## config.mk

```make
export PLATFORM = sky130hd
export DESIGN_NAME = digitizer_event_word_unpacker_flat
export DESIGN_NICKNAME = d
export VERILOG_FILES = /design/src/rtl/dewu_pkg.sv /design/src/rtl/dewu_in_if.sv /design/src/rtl/dewu_out_if.sv /design/src/rtl/dewu_front.sv /design/src/rtl/dewu_queue.sv /design/src/rtl/dewu_back.sv /design/src/rtl/digitizer_event_word_unpacker.sv /design/src/flat_wrapper.sv
export SDC_FILE = /design/constraint.sdc
export NUM_CORES = 1
export LEC_CHECK = 0
export ABC_AREA = 0
export BUFFER_PORTS_ARGS = -buffer_cell sky130_fd_sc_hd__buf_2
export CAP_MARGIN = 10
export CORE_MARGIN = 8
export CORE_UTILIZATION = 30
export DETAILED_ROUTE_END_ITERATION = 10
export GPL_TIMING_DRIVEN = 0
export HOLD_SLACK_MARGIN = 0.12
export SLEW_MARGIN = 20
export SYNTH_ARGS = -nofsm -noshare
export SYNTH_HDL_FRONTEND = slang
export SYNTH_SLANG_ARGS = --single-unit
```

## constraint.sdc

```tcl
create_clock -name clk -period 9.8 [get_ports clk]
set_input_delay 0.98 -clock clk [delete_from_list [all_inputs] [get_ports clk]]
set_output_delay 0.98 -clock clk [all_outputs]
set_load 0.1 [all_outputs]
```

## src/rtl/dewu_pkg.sv

```systemverilog
// dewu_pkg: types, codes and sizes shared by the event word unpacker
// no dependencies; imported by every module of the unpacker
package dewu_pkg;

  // word position inside an event; idle also means the rest is dropped
  typedef enum logic [2:0] {
    POS_IDLE,
    POS_RATE,
    POS_ID,
    POS_LOW,
    POS_HIGH,
    POS_HEADER,
    POS_BODY
  } pos_t;

  // decoded sample rate
  typedef enum logic [1:0] {
    RATE_NONE,
    RATE_100,
    RATE_250,
    RATE_500
  } rate_t;

  // result kinds
  typedef enum logic [2:0] {
    KIND_HEADER = 3'd0,
    KIND_ENERGY = 3'd1,
    KIND_QDC    = 3'd2,
    KIND_TRACE  = 3'd3,
    KIND_ERROR  = 3'd4
  } kind_t;

  localparam logic [15:0] RATE_CODE_100 = 16'd100;
  localparam logic [15:0] RATE_CODE_250 = 16'd250;
  localparam logic [15:0] RATE_CODE_500 = 16'd500;

  // header lengths that bring energy sums and qdc sums
  localparam logic [4:0] HLEN_ENERGY = 5'd8;
  localparam logic [4:0] HLEN_QDC    = 5'd12;
  localparam logic [4:0] HLEN_BOTH   = 5'd16;
  localparam logic [2:0] ENERGY_SUMS = 3'd4;
  localparam logic [3:0] QDC_SUMS    = 4'd8;

  // time is scaled coarse count (ns, integer part) plus a signed fine offset in q.16
  localparam int SCALED_W = 48;
  localparam int FINE_W   = 24;
  localparam int TIME_W   = 64;

  // queue between front and back
  localparam int QUEUE_DEPTH = 4;
  localparam int QPTR_W      = $clog2(QUEUE_DEPTH);
  localparam int QCNT_W      = $clog2(QUEUE_DEPTH + 1);

  // one classified item waiting for the back end
  typedef struct packed {
    kind_t                     kind;
    logic                      last;
    logic [3:0]                channel_id;
    logic [3:0]                slot_id;
    logic [3:0]                crate_id;
    logic                      overflow_flag;
    logic                      finish_flag;
    logic                      cfd_fail;
    logic [15:0]               energy;
    logic [15:0]               trace_length;
    logic [SCALED_W-1:0]       scaled;
    logic signed [FINE_W-1:0]  fine;
    logic [31:0]               payload;
  } entry_t;

endpackage

```

## src/rtl/dewu_in_if.sv

```systemverilog
// dewu_in_if: input channel of the unpacker, one raw event word per item
// depends on nothing
interface dewu_in_if;
  logic        valid;
  logic        ready;
  logic [31:0] word;
  logic        start_of_event;

  modport source (output valid, output word, output start_of_event, input ready);
  modport sink (input valid, input word, input start_of_event, output ready);
endinterface

```

## src/rtl/dewu_out_if.sv

```systemverilog
// dewu_out_if: result channel of the unpacker, one decoded result per item
// depends on nothing
interface dewu_out_if;
  logic               valid;
  logic               ready;
  logic [2:0]         kind;
  logic               last;
  logic [3:0]         channel_id;
  logic [3:0]         slot_id;
  logic [3:0]         crate_id;
  logic               overflow_flag;
  logic               finish_flag;
  logic               cfd_fail;
  logic [15:0]        energy;
  logic [15:0]        trace_length;
  logic signed [63:0] timestamp;
  logic [31:0]        payload;

  modport source (
    output valid, output kind, output last, output channel_id, output slot_id,
    output crate_id, output overflow_flag, output finish_flag, output cfd_fail,
    output energy, output trace_length, output timestamp, output payload,
    input ready
  );
  modport sink (
    input valid, input kind, input last, input channel_id, input slot_id,
    input crate_id, input overflow_flag, input finish_flag, input cfd_fail,
    input energy, input trace_length, input timestamp, input payload,
    output ready
  );
endinterface

```

## src/rtl/dewu_front.sv

```systemverilog
// dewu_front: takes event words, tracks the word position and classifies each word
// depends on dewu_pkg and dewu_in_if; pushes one entry per result into the queue
module dewu_front (
  input  logic              clk,
  input  logic              rst,
  dewu_in_if.sink           events,
  input  logic              q_full,
  output logic              push,
  output dewu_pkg::entry_t  entry
);
  import dewu_pkg::*;

  pos_t                     state;
  pos_t                     state_next;
  rate_t                    rate;
  logic [31:0]              id_word;
  logic [31:0]              stamp_low;
  logic [SCALED_W-1:0]      scaled;
  logic signed [FINE_W-1:0] fine;
  logic                     cfd_fail;
  logic [2:0]               energy_left;
  logic [3:0]               qdc_left;
  logic [14:0]              trace_left;

  logic                     accept;
  logic [31:0]              w;
  logic                     start;

  // header decode
  logic [4:0]               hlen;
  logic [12:0]              clen;
  logic [15:0]              tlen;
  logic [15:0]              expect_len;
  logic                     bad;
  logic                     has_body;
  logic [2:0]               energy_init;
  logic [3:0]               qdc_init;
  logic [14:0]              trace_init;
  logic                     header_fin;

  // body decode
  kind_t                    body_kind;
  logic                     body_empty;
  logic [2:0]               energy_dec;
  logic [3:0]               qdc_dec;
  logic [14:0]              trace_dec;
  logic                     body_last;

  // time terms from words 3 and 4
  logic [47:0]              coarse;
  logic [SCALED_W-1:0]      scaled_calc;
  logic signed [FINE_W-1:0] fine_calc;
  logic [FINE_W-1:0]        cfd100;
  logic [FINE_W-1:0]        cfd250;
  logic [FINE_W-1:0]        cfd500;
  logic [FINE_W-1:0]        src250;
  logic [FINE_W-1:0]        src500;

  assign events.ready = !q_full;
  assign accept       = events.valid && events.ready;
  assign w            = events.word;
  assign start        = events.start_of_event;

  // length check on the energy word
  assign hlen       = id_word[16:12];
  assign clen       = id_word[29:17];
  assign tlen       = w[31:16];
  assign expect_len = 16'(hlen) + {1'b0, tlen[15:1]};
  assign bad        = (13'(hlen) != clen) && (16'(clen) != expect_len);
  assign has_body   = !bad && (13'(hlen) != clen);
  always_comb begin
    energy_init = 3'd0;
    qdc_init    = 4'd0;
    trace_init  = 15'd0;
    if (has_body) begin
      if (hlen == HLEN_ENERGY || hlen == HLEN_BOTH) begin
        energy_init = ENERGY_SUMS;
      end
      if (hlen == HLEN_QDC || hlen == HLEN_BOTH) begin
        qdc_init = QDC_SUMS;
      end
      trace_init = tlen[15:1];
    end
  end
  assign header_fin = bad || (energy_init == 3'd0 && qdc_init == 4'd0 && trace_init == 15'd0);

  // body word: energy sums first, then qdc sums, then trace pairs
  always_comb begin
    body_kind  = KIND_TRACE;
    body_empty = 1'b0;
    energy_dec = energy_left;
    qdc_dec    = qdc_left;
    trace_dec  = trace_left;
    if (energy_left != 3'd0) begin
      body_kind  = KIND_ENERGY;
      energy_dec = energy_left - 3'd1;
    end else if (qdc_left != 4'd0) begin
      body_kind = KIND_QDC;
      qdc_dec   = qdc_left - 4'd1;
    end else if (trace_left != 15'd0) begin
      body_kind = KIND_TRACE;
      trace_dec = trace_left - 15'd1;
    end else begin
      body_empty = 1'b1;
    end
  end
  assign body_last = (energy_dec == 3'd0) && (qdc_dec == 4'd0) && (trace_dec == 15'd0);

  // time terms: coarse times 10 ns (8 ns at rate 250), cfd fraction, source offset
  assign coarse = {w[15:0], stamp_low};
  assign cfd100 = (FINE_W'(w[30:16]) << 4) + (FINE_W'(w[30:16]) << 2);
  assign cfd250 = FINE_W'(w[29:16]) << 4;
  assign cfd500 = FINE_W'(w[28:16]) << 4;
  assign src250 = FINE_W'(w[30]) << 18;
  assign src500 = FINE_W'(w[31:29]) << 17;
  always_comb begin
    case (rate)
      RATE_100: begin
        scaled_calc = (coarse << 3) + (coarse << 1);
        fine_calc   = signed'(cfd100);
      end
      RATE_250: begin
        scaled_calc = coarse << 3;
        fine_calc   = signed'(cfd250 - src250);
      end
      RATE_500: begin
        scaled_calc = (coarse << 3) + (coarse << 1);
        fine_calc   = signed'(cfd500 + src500 - (FINE_W'(1) << 17));
      end
      default: begin
        scaled_calc = '0;
        fine_calc   = '0;
      end
    endcase
  end

  // next word position
  always_comb begin
    state_next = state;
    if (accept) begin
      if (start) begin
        state_next = POS_RATE;
      end else begin
        unique case (state)
          POS_IDLE:   state_next = POS_IDLE;
          POS_RATE:   state_next = POS_ID;
          POS_ID:     state_next = POS_LOW;
          POS_LOW:    state_next = POS_HIGH;
          POS_HIGH:   state_next = POS_HEADER;
          POS_HEADER: state_next = header_fin ? POS_IDLE : POS_BODY;
          POS_BODY:   state_next = (body_empty || body_last) ? POS_IDLE : POS_BODY;
          default:    state_next = POS_IDLE;
        endcase
      end
    end
  end

  // queue entry for the current word
  always_comb begin
    push                = 1'b0;
    entry               = '0;
    entry.channel_id    = id_word[3:0];
    entry.slot_id       = id_word[7:4];
    entry.crate_id      = id_word[11:8];
    entry.overflow_flag = id_word[30];
    entry.finish_flag   = id_word[31];
    unique case (state)
      POS_HEADER: begin
        push               = accept && !start;
        entry.kind         = bad ? KIND_ERROR : KIND_HEADER;
        entry.last         = header_fin;
        entry.cfd_fail     = cfd_fail;
        entry.energy       = w[15:0];
        entry.trace_length = tlen;
        entry.scaled       = scaled;
        entry.fine         = fine;
      end
      POS_BODY: begin
        push          = accept && !start && !body_empty;
        entry.kind    = body_kind;
        entry.last    = body_last;
        entry.payload = w;
      end
      default: begin
        push = 1'b0;
      end
    endcase
  end

  // control state
  always_ff @(posedge clk) begin
    if (rst) begin
      state       <= POS_IDLE;
      energy_left <= 3'd0;
      qdc_left    <= 4'd0;
      trace_left  <= 15'd0;
    end else begin
      state <= state_next;
      if (accept) begin
        if (start) begin
          energy_left <= 3'd0;
          qdc_left    <= 4'd0;
          trace_left  <= 15'd0;
        end else if (state == POS_HEADER) begin
          energy_left <= energy_init;
          qdc_left    <= qdc_init;
          trace_left  <= trace_init;
        end else if (state == POS_BODY) begin
          energy_left <= energy_dec;
          qdc_left    <= qdc_dec;
          trace_left  <= trace_dec;
        end
      end
    end
  end

  // header words captured as they pass
  always_ff @(posedge clk) begin
    if (rst) begin
      rate <= RATE_NONE;
    end else if (accept && !start && state == POS_RATE) begin
      if (w[15:0] == RATE_CODE_100) begin
        rate <= RATE_100;
      end else if (w[15:0] == RATE_CODE_250) begin
        rate <= RATE_250;
      end else if (w[15:0] == RATE_CODE_500) begin
        rate <= RATE_500;
      end else begin
        rate <= RATE_NONE;
      end
    end
  end

  always_ff @(posedge clk) begin
    if (accept && !start) begin
      if (state == POS_ID) begin
        id_word <= w;
      end
      if (state == POS_LOW) begin
        stamp_low <= w;
      end
      if (state == POS_HIGH) begin
        scaled   <= scaled_calc;
        fine     <= fine_calc;
        cfd_fail <= (rate == RATE_100 || rate == RATE_250) ? w[31] : 1'b0;
      end
    end
  end

endmodule

```

## src/rtl/dewu_queue.sv

```systemverilog
// dewu_queue: short first-in first-out queue of classified entries
// depends on dewu_pkg; sits between the front and the back of the unpacker
module dewu_queue (
  input  logic              clk,
  input  logic              rst,
  input  logic              push,
  input  dewu_pkg::entry_t  entry,
  output logic              full,
  output logic              head_valid,
  output dewu_pkg::entry_t  head,
  input  logic              pop
);
  import dewu_pkg::*;

  entry_t              slots [QUEUE_DEPTH];
  logic [QPTR_W-1:0]   wr_ptr;
  logic [QPTR_W-1:0]   rd_ptr;
  logic [QCNT_W-1:0]   count;
  logic                do_push;
  logic                do_pop;

  assign full       = (count == QCNT_W'(QUEUE_DEPTH));
  assign head_valid = (count != '0);
  assign head       = slots[rd_ptr];
  assign do_push    = push && !full;
  assign do_pop     = pop && head_valid;

  // storage
  always_ff @(posedge clk) begin
    if (do_push) begin
      slots[wr_ptr] <= entry;
    end
  end

  // pointers and fill count
  always_ff @(posedge clk) begin
    if (rst) begin
      wr_ptr <= '0;
      rd_ptr <= '0;
      count  <= '0;
    end else begin
      if (do_push) begin
        wr_ptr <= wr_ptr + QPTR_W'(1);
      end
      if (do_pop) begin
        rd_ptr <= rd_ptr + QPTR_W'(1);
      end
      if (do_push && !do_pop) begin
        count <= count + QCNT_W'(1);
      end else if (do_pop && !do_push) begin
        count <= count - QCNT_W'(1);
      end
    end
  end

endmodule

```

## src/rtl/dewu_back.sv

```systemverilog
// dewu_back: finishes the event time and holds the result in the output register
// depends on dewu_pkg and dewu_out_if; drains the queue filled by the front
module dewu_back (
  input  logic              clk,
  input  logic              rst,
  input  logic              head_valid,
  input  dewu_pkg::entry_t  head,
  output logic              pop,
  dewu_out_if.source        results
);
  import dewu_pkg::*;

  logic signed [TIME_W-1:0] time_sum;

  // time in q.16: scaled ns count in the integer part plus the signed fraction offset
  assign time_sum = signed'({head.scaled[TIME_W-17:0], 16'd0}
                            + {{(TIME_W - FINE_W){head.fine[FINE_W-1]}}, head.fine});

  assign pop = head_valid && (!results.valid || results.ready);

  // output valid
  always_ff @(posedge clk) begin
    if (rst) begin
      results.valid <= 1'b0;
    end else if (pop) begin
      results.valid <= 1'b1;
    end else if (results.ready) begin
      results.valid <= 1'b0;
    end
  end

  // output payload
  always_ff @(posedge clk) begin
    if (pop) begin
      results.kind          <= head.kind;
      results.last          <= head.last;
      results.channel_id    <= head.channel_id;
      results.slot_id       <= head.slot_id;
      results.crate_id      <= head.crate_id;
      results.overflow_flag <= head.overflow_flag;
      results.finish_flag   <= head.finish_flag;
      results.cfd_fail      <= head.cfd_fail;
      results.energy        <= head.energy;
      results.trace_length  <= head.trace_length;
      results.timestamp     <= time_sum;
      results.payload       <= head.payload;
    end
  end

endmodule

```

## src/rtl/digitizer_event_word_unpacker.sv

```systemverilog
// digitizer_event_word_unpacker: top level of the digitizer event word unpacker
// depends on dewu_pkg, dewu_in_if, dewu_out_if, dewu_front, dewu_queue, dewu_back
//
// Usage:
//   events carries one 32-bit event word per item; start_of_event marks word 0.
//   Words 1 to 4 (rate, ids and lengths, timestamp low, timestamp high and cfd)
//   give no result. Word 5 gives a header result, or a length error result that
//   ends the event. Energy sums, qdc sums and trace pairs follow, one result per
//   word, and last marks the final result. Words outside an event are ignored.
//   Throughput is one word per cycle while the queue is not full. A result's word
//   is written into the four-entry queue when it is accepted; the result then
//   moves from the queue into the output register, where the event time is added
//   up.
//   When results stalls, the queue keeps taking words until it holds four
//   entries; events.ready then stays low until the output register hands its
//   result over and the queue pops.
//   Words that give no result never wait on the queue unless it is full.
//   Reset (rst, synchronous) empties the queue and the output register and
//   makes the block ignore words until the next start_of_event.
module digitizer_event_word_unpacker (
  input  logic      clk,
  input  logic      rst,
  dewu_in_if.sink   events,
  dewu_out_if.source results
);
  import dewu_pkg::*;

  logic   push;
  entry_t entry;
  logic   q_full;
  logic   head_valid;
  entry_t head;
  logic   pop;

  // word tracking and classification
  dewu_front u_front (
    .clk    (clk),
    .rst    (rst),
    .events (events),
    .q_full (q_full),
    .push   (push),
    .entry  (entry)
  );

  // decoupling queue
  dewu_queue u_queue (
    .clk        (clk),
    .rst        (rst),
    .push       (push),
    .entry      (entry),
    .full       (q_full),
    .head_valid (head_valid),
    .head       (head),
    .pop        (pop)
  );

  // time assembly and output register
  dewu_back u_back (
    .clk        (clk),
    .rst        (rst),
    .head_valid (head_valid),
    .head       (head),
    .pop        (pop),
    .results    (results)
  );

endmodule

```

## src/flat_wrapper.sv

```systemverilog
// flat-port wrapper written by rule: the top's interface ports become plain ports
module digitizer_event_word_unpacker_flat import dewu_pkg::*;
  (clk, rst, events_valid, events_word, events_start_of_event, events_ready, results_valid, results_kind, results_last, results_channel_id, results_slot_id, results_crate_id, results_overflow_flag, results_finish_flag, results_cfd_fail, results_energy, results_trace_length, results_timestamp, results_payload, results_ready);
  dewu_in_if events_i ();
  dewu_out_if results_i ();
  input  logic clk;
  input  logic rst;
  input wire logic [$bits(events_i.valid)-1:0] events_valid;
  input wire logic [$bits(events_i.word)-1:0] events_word;
  input wire logic [$bits(events_i.start_of_event)-1:0] events_start_of_event;
  output wire logic [$bits(events_i.ready)-1:0] events_ready;
  output wire logic [$bits(results_i.valid)-1:0] results_valid;
  output wire logic [$bits(results_i.kind)-1:0] results_kind;
  output wire logic [$bits(results_i.last)-1:0] results_last;
  output wire logic [$bits(results_i.channel_id)-1:0] results_channel_id;
  output wire logic [$bits(results_i.slot_id)-1:0] results_slot_id;
  output wire logic [$bits(results_i.crate_id)-1:0] results_crate_id;
  output wire logic [$bits(results_i.overflow_flag)-1:0] results_overflow_flag;
  output wire logic [$bits(results_i.finish_flag)-1:0] results_finish_flag;
  output wire logic [$bits(results_i.cfd_fail)-1:0] results_cfd_fail;
  output wire logic [$bits(results_i.energy)-1:0] results_energy;
  output wire logic [$bits(results_i.trace_length)-1:0] results_trace_length;
  output wire logic [$bits(results_i.timestamp)-1:0] results_timestamp;
  output wire logic [$bits(results_i.payload)-1:0] results_payload;
  input wire logic [$bits(results_i.ready)-1:0] results_ready;
  assign events_i.valid = events_valid;
  assign events_i.word = events_word;
  assign events_i.start_of_event = events_start_of_event;
  assign events_ready = events_i.ready;
  assign results_valid = results_i.valid;
  assign results_kind = results_i.kind;
  assign results_last = results_i.last;
  assign results_channel_id = results_i.channel_id;
  assign results_slot_id = results_i.slot_id;
  assign results_crate_id = results_i.crate_id;
  assign results_overflow_flag = results_i.overflow_flag;
  assign results_finish_flag = results_i.finish_flag;
  assign results_cfd_fail = results_i.cfd_fail;
  assign results_energy = results_i.energy;
  assign results_trace_length = results_i.trace_length;
  assign results_timestamp = results_i.timestamp;
  assign results_payload = results_i.payload;
  assign results_i.ready = results_ready;
  digitizer_event_word_unpacker u_core (.clk(clk), .rst(rst), .events(events_i), .results(results_i));
endmodule
```

-- Yosys cells after proc, flatten, opt, wreduce, memory -nomap -nowiden
Memory sizes are Yosys's and may differ from the RTL's. A register that Yosys moved wholly into a read port is not among the register bits.
Cells that the tools add are included.
- logic and storage cells: 152
- output and inout port bits: 149
- input port bits: 37
- memory bits (writable): 620
- memory bits (read-only): 0
- register bits after elaboration: 319
- bits in latches: 0
- memories: 1
- shifts and indexed selects: 0
- divide/modulo/power cells: 0
- mux-type cells: 47
- order comparisons: 0
- bitwise operators: 0
- add/sub/neg operators: 14
- eq/ne operators: 18
- $mul: 0
- reduce and logical (&&, ||, !) cells: 46
- memories (name ; depth ; bits a word ; read ports ; clocked after memory_dff ; wr ports ; line ; text):
    u_core.u_queue.slots ; 4 ; 155 ; 1 ; 1 ; 1 ; dewu_queue.sv:15 ; entry_t slots [QUEUE_DEPTH];
- operators with widths (kind ; count):
    105-bit two-way mux ; 1
    15-bit two-way mux ; 7
    48-bit case mux with 2 select lines ; 1
    24-bit case mux with 3 select lines ; 1
    64-bit adder ; 1
    48-bit adder ; 1
    3-bit two-way mux ; 12
    32-bit two-way mux ; 1
    15-bit logical NOT ; 2
    4-bit two-way mux ; 7
    21-bit by 18-bit subtractor with 22-bit output (second input constant) ; 1
    17-bit by 20-bit adder with 21-bit output ; 1
    19-bit by 17-bit adder with 20-bit output ; 1
    18-bit by 19-bit subtractor with 20-bit output ; 1
    3-bit case mux with 6 select lines ; 1
    5-bit by 15-bit adder with 16-bit output ; 1
    16-bit by 7-bit == test with 1-bit output (second input constant) ; 1
    16-bit by 8-bit == test with 1-bit output (second input constant) ; 1
    16-bit by 9-bit == test with 1-bit output (second input constant) ; 1
    13-bit by 16-bit != test with 1-bit output ; 1
    1-bit logical AND ; 15
    15-bit nonzero test ; 1
    15-bit by 1-bit subtractor with 15-bit output (second input constant) ; 1
    5-bit by 13-bit != test with 1-bit output ; 1
    24 further kinds ; 63

-- Depth between registers and ports, before layout
- depth after elaboration: 13
- mapped depth: 17
- mapped depth without buffers: 14

-- Modules after synthesis
Synthesis repeated with hierarchy kept, for this count alone.
- cells, all modules: 2716
- area, all modules: 41703.7 um2
- by module, submodules not included (module ; area each (um2) ; cells an instance ; seq. area each (um2) ; times used):
    dewu_queue ; 22811.9 ; 857 ; 18798.0 ; 1
    dewu_front ; 11715.0 ; 1310 ; 4504.3 ; 1
    dewu_back ; 7176.9 ; 549 ; 4434.3 ; 1

-- Worst setup path after synthesis
Ideal clock, no wire load.
- path kind: input to register
- start: in results_ready
- end: reg u_core.u_queue.count[2]
- library setup time: 71 ps
- buffers on the path: 0
- arrival: 9600 ps
- stages: 9
- path slack: 130 ps
- data required time: 9729 ps
- path through: inv_1 -> a21oi_1 -> inv_1 -> ha_1 -> inv_1 -> fa_1 -> xor2_1 -> or3_1 -> a21oi_1
- word-level cells in the longest chain between the ends: 6
- elaborated cells between the ends (all ways): 8
- those cells by class: 1 x mux; 7 x reduce/logical
- RTL lines (item ; line ; text):
    start: declaration ; flat_wrapper.sv:25 ; input wire logic [$bits(results_i.ready)-1:0] results_ready;
    1-bit logical OR (*) ; dewu_back.sv:19 ; assign pop = head_valid && (!results.valid || results.ready);
    1-bit logical AND (*) ; dewu_back.sv:19 ;
    named net u_core.pop ; digitizer_event_word_unpacker.sv:33 ; logic pop;
    1-bit logical AND (*) ; dewu_queue.sv:26 ; assign do_pop = pop && head_valid;
    1-bit logical NOT ; dewu_queue.sv:48 ; if (do_push && !do_pop) begin
    1-bit logical AND ; dewu_queue.sv:48 ;
    3-bit two-way mux / 2-bit nonzero test (equally long branches) ; - ;
    end signal: assignment ; dewu_queue.sv:49 ; count <= count + QCNT_W'(1);
    end signal: assignment ; dewu_queue.sv:51 ; count <= count - QCNT_W'(1);
    end: declaration ; dewu_queue.sv:18 ; logic [QCNT_W-1:0] count;
Mark *: on every way through the listed nets, which the timed path passes. The rest lies on a longest branch.
A chain may end at the register's enable or synchronous reset.

==> results <==
- 186 I/O pins were placed.
- The startpoint of the most critical hold path is u_core.u_front.id_word[31].
- The core outline area is 133300 µm².
- The number of global-route vias before repair is 23622.
- The cell area that synthesis handed to floorplanning was 40240 µm².
- Data on the critical path arrives at its endpoint at 6.87 ns.
- The internal portion of the total power is 8049 µW.
- The analysis attributes to cell leakage a power of 0.01596 µW.
- The type of the worst setup path is reg2reg.
- A synthesized cell averages 15.48 µm².
- Entering global routing, the biggest net connects 47 pins.
- The clock tree buffer depth is 3.
- The analysis attributes to net switching a power of 5621 µW.
- The maximum vdd drop is 307.4 µV.
- The half-perimeter wire length after placement is 71440 µm.
- The type of the most critical hold path is reg2reg.
- After synthesis, the largest family of logic cells by area is multiplexers.
- The clock share of power is 27.2%.
- The number of instances in the synthesized netlist is 2600.
- Setup repair after global routing left no endpoint under its margin.
- The congestion estimate from routability-driven global placement came to 0.8859.
- In this run, synthesis produced a sequential element count of 914.
- For this design, the sink count on the clock tree is 914.
- Sequential elements use 67.29% of the synthesized area.
- The achievable frequency is 0.1546 GHz.
- The largest fanout of any net on the critical path is 10.
- Buffers added to address setup during post-CTS repair amount to 0.
- The detail route stage leaves a number of antenna-violating nets equal to 0.
- For the worst-skew pair, the clock arrives at the later sink with an insertion delay of 0.72 ns.
- In this run the power density over the cells is 288.7 nW/µm².
- The starting density of the core is 30.19%.
- The most used standard cell by instance count after synthesis is sky130_fd_sc_hd__edfxtp_1.
- The number of levels the H-tree was split into is 3.
- For the worst flop-to-flop path, the logic depth is 15.
- The simple-gate portion of the synthesized area is 7.901%.
- The first global-routing pass estimated 151200 µm of wire.
- Setup violations remaining at the end of the flow were counted as 0.
- The endpoint of the worst register-to-register path is u_core.u_back.results.timestamp[60].
- The final critical delay including setup and external delays is 6.468 ns.
- Of the post-synthesis cell area, the part taken by muxes is 8.495%.
- The sequential cells in the finished layout cover a total of 27080 µm².
- The synthesized netlist devotes 4.135% of its cell area to adder and majority cells.
- For flop-to-flop paths, the worst setup slack is 3.33 ns.
- The clock root buffer is sky130_fd_sc_hd__clkbuf_16.
- Clock skew on the completed layout was measured at 0.07010 ns.
- Counting the fill cells in the layout gives 12617.
- The fraction of final layout cells with drive strength greater than 1 is 18.49%.
- The area of the die is 146100 µm².
- The sequential cell fraction of total power is 35.9%.
- The port buffer count is 182.
- For the pin with the worst max-slew slack, the measured transition is 1.092 ns.
- The number of vias per cell is 4.896.
- The CTS buffer count is 95.
- For this run, the detailed router's first-pass iteration total came to 5.
- After Yosys synthesis, XOR and XNOR cells account for 2.481% of the synthesized area.
- The CTS tree is yes.
- The number of antenna violations at the first check in global routing is 12.
- Summing all multi-input logic gate instances after layout gives 12570 µm².
- The final routed wirelength across all metal layers is 102100 µm.
- After clock tree synthesis, the repair step resized 0 gates.
- The global-route usage over all layers is 13.52%.
- The final clock period utilization by the worst path is 66.00%.
- The average routed wire per standard cell is 21.43 µm.
- The total number of placement rows is 134.
- For this run, asynchronously set or reset flops after synthesis account for 0%.
- The share of total power dissipated in combinational logic is 36.9%.
- Ranked by total cell area, the synthesized netlist is headed by sky130_fd_sc_hd__edfxtp_1 (65%), sky130_fd_sc_hd__mux4_2 (8.4%), sky130_fd_sc_hd__ha_1 (3.9%), sky130_fd_sc_hd__and2_1 (2.1%), sky130_fd_sc_hd__a21oi_1 (1.9%).
- The overall via count from detail_route is 23335.
- In the synthesized netlist, the cells that appear most often are sky130_fd_sc_hd__edfxtp_1 (877), sky130_fd_sc_hd__a21oi_1 (151), sky130_fd_sc_hd__mux4_2 (150).
- The last element of the critical path is u_core.u_back.results.timestamp[60].
- In this run switching power makes up 41.12% of total power.
- Measured along the x axis, the die boundary spans 382.2 µm.
- The number of DRC violations after detailed-routing iteration 0 is 1978.
- For this run, design rule violations remaining after detail routing come to 0.
- The worst setup path is launched from a flip-flop.
- In the final design database the tool counted 3081 nets.
- The global-route congestion overflow total is 0.
- The signed area change from the synthesized netlist to the final layout is 17.67%.
- The number of pins exceeding their max-slew limit in the final report is 0.
- In this run the tightest slew margin relative to its limit is 27.18%.
- The flow ran to the end, and the final reports show no timing, DRC or antenna violations.
- Overall power consumption after layout is estimated at 13670 µW.
- For the worst setup path, the data required time is 10.20 ns.
- The synthesized design contains 877 enable-type register cells.
- The netlist uses 82 different library cells.
- The share of the synthesized area in the top cell type is 65.45%.
- The total count of hold-check failures in the final report is 0.
- In this run the vertical extent of the chip is 382.2 µm.
- For this run, the leading register cell type out of synthesis is sky130_fd_sc_hd__edfxtp_1.
- For this run, the share of the core covered by cells in the final layout is 35.52%.
- The Yosys step of the flow raised 0 warnings.
- The cts-stage hold buffer count is 0.
- The count of max-cap constraint violations is 0.
- The clock transition at the registers of the reported paths is 0.07 ns.
- The biggest area contributor in the post-synthesis netlist is sky130_fd_sc_hd__edfxtp_1.
- STA classifies the critical path endpoint as a flip-flop.
- The synthesized-area fraction occupied by ao, oa, aoi and oai cells is 8.112%.
[state kept, by name, summed over array words and instances, names as in the netlist, 20 cells and up, named ones only]
signal and count:
u_core.u_front.stamp_low 32, u_core.u_back.results.timestamp 62, u_core.u_queue.slots 600, u_core.u_front.id_word 32
u_core.u_front.scaled 47, u_core.u_front.fine 20, u_core.u_back.results.payload 32
[stage by stage]
stage / setup WS, ns / hold slack, ns / setup TNS [ns] / cell area, µm² / instances
after floorplan: 0.1298 / 0.4587 / 0 / 40240 / 2601
after global placement: -5.506 / 0.4638 / -712.04 / 43370 / 4551
after detailed placement: 3.307 / 0.4885 / 0 / 44090 / 4585
after CTS: 3.221 / 0.5025 / 0 / 47330 / 4759
after global routing: 2.957 / 0.5194 / 0 / 47330 / 4759
final: 3.332 / 0.5012 / 0 / 47350 / 4766
[power by group through the flow]
stage	clock network (µW)	logic (µW)	registers (µW)
4_1_cts	3810	5130	4930
3_5_place_dp	0	5120	5010
5_1_grt	3940	5330	4950
2_1_floorplan	0	1670	7340
3_3_place_gp	0	6110	5210
6_report	3710	5050	4910
[logic make-up after synthesis]
kind of cell	Yosys count
flops	914
xor+xnor	114
compound gates	506
fa+ha+maj	130
simple gates	616
buf+inv	165
other cells	1
mux	154
[per-layer routing]
| layer | vias up | global-route usage [%] | share of wire, % |
|---|---|---|---|
| met2 | 666 | 23.07 | 49 |
| li1 | 10827 | - | - |
| met4 | 8 | 5.022 | 3.0 |
| met5 | - | 0 | 0.050 |
| met1 | 11680 | 17.03 | 42 |
| met3 | 154 | 2.603 | 6.1 |
[final cells by class]
class,instances,share of cell area (%)
diodes,7,0.03699
plain buffers,107,0.8931
clock buffers,106,5.153
clock inverters,68,1.683
inverters,58,0.4598
multi-input cells,1522,26.55
flip-flops and latches,914,57.18
well taps,1768,4.672
repair buffers,216,3.366
[critical path, cell delays in order (launching register included)]
cell and delay, ns:
sky130_fd_sc_hd__dfxtp_1 0.30, sky130_fd_sc_hd__clkbuf_1 0.42, sky130_fd_sc_hd__clkbuf_2 0.61, sky130_fd_sc_hd__buf_1 0.73, sky130_fd_sc_hd__mux4_2 0.60, sky130_fd_sc_hd__ha_1 0.24
sky130_fd_sc_hd__a211oi_1 0.73, sky130_fd_sc_hd__o2111ai_1 0.30, sky130_fd_sc_hd__a41oi_1 0.48, sky130_fd_sc_hd__nor2_1 0.17, sky130_fd_sc_hd__o211ai_1 0.22, sky130_fd_sc_hd__nand2_1 0.16
sky130_fd_sc_hd__o41a_1 0.45, sky130_fd_sc_hd__a221o_1 0.41, sky130_fd_sc_hd__a21boi_1 0.21, sky130_fd_sc_hd__xnor2_1 0.08
[cells in the final DEF, fill, tap and decap left out, drive strengths merged, types with 8 or more instances in the layout]
master / instances
o21bai: 13
clkinv: 43
edfxtp: 877
a211oi: 12
clkbuf: 191
a21oi: 151
nor2: 150
mux4: 150
ha: 125
bufinv: 11
nand2: 115
a31oi: 23
dfxtp: 37
xor2: 38
nor2b: 20
clkinvlp: 8
o211ai: 12
or2: 8
o31ai: 11
nand2b: 23
xnor2: 76
o21ai: 103
inv: 64
nand4: 19
nor4: 16
and3: 19
o21a: 22
buf: 238
nand3: 37
nor3: 35
a22oi: 33
and2: 138
a21o: 56
[worst min path at each step]
stage,to,cells after the start
after detailed placement,u_core.u_queue.slots[1][141],0
after global routing,u_core.u_queue.slots[1][137],0
after floorplan,u_core.u_queue.slots[0][137],0
final,u_core.u_queue.slots[1][137],0
after CTS,u_core.u_queue.slots[1][149],0
after global placement,u_core.u_back.results.valid,2
Power figures use the tool's default switching activity.
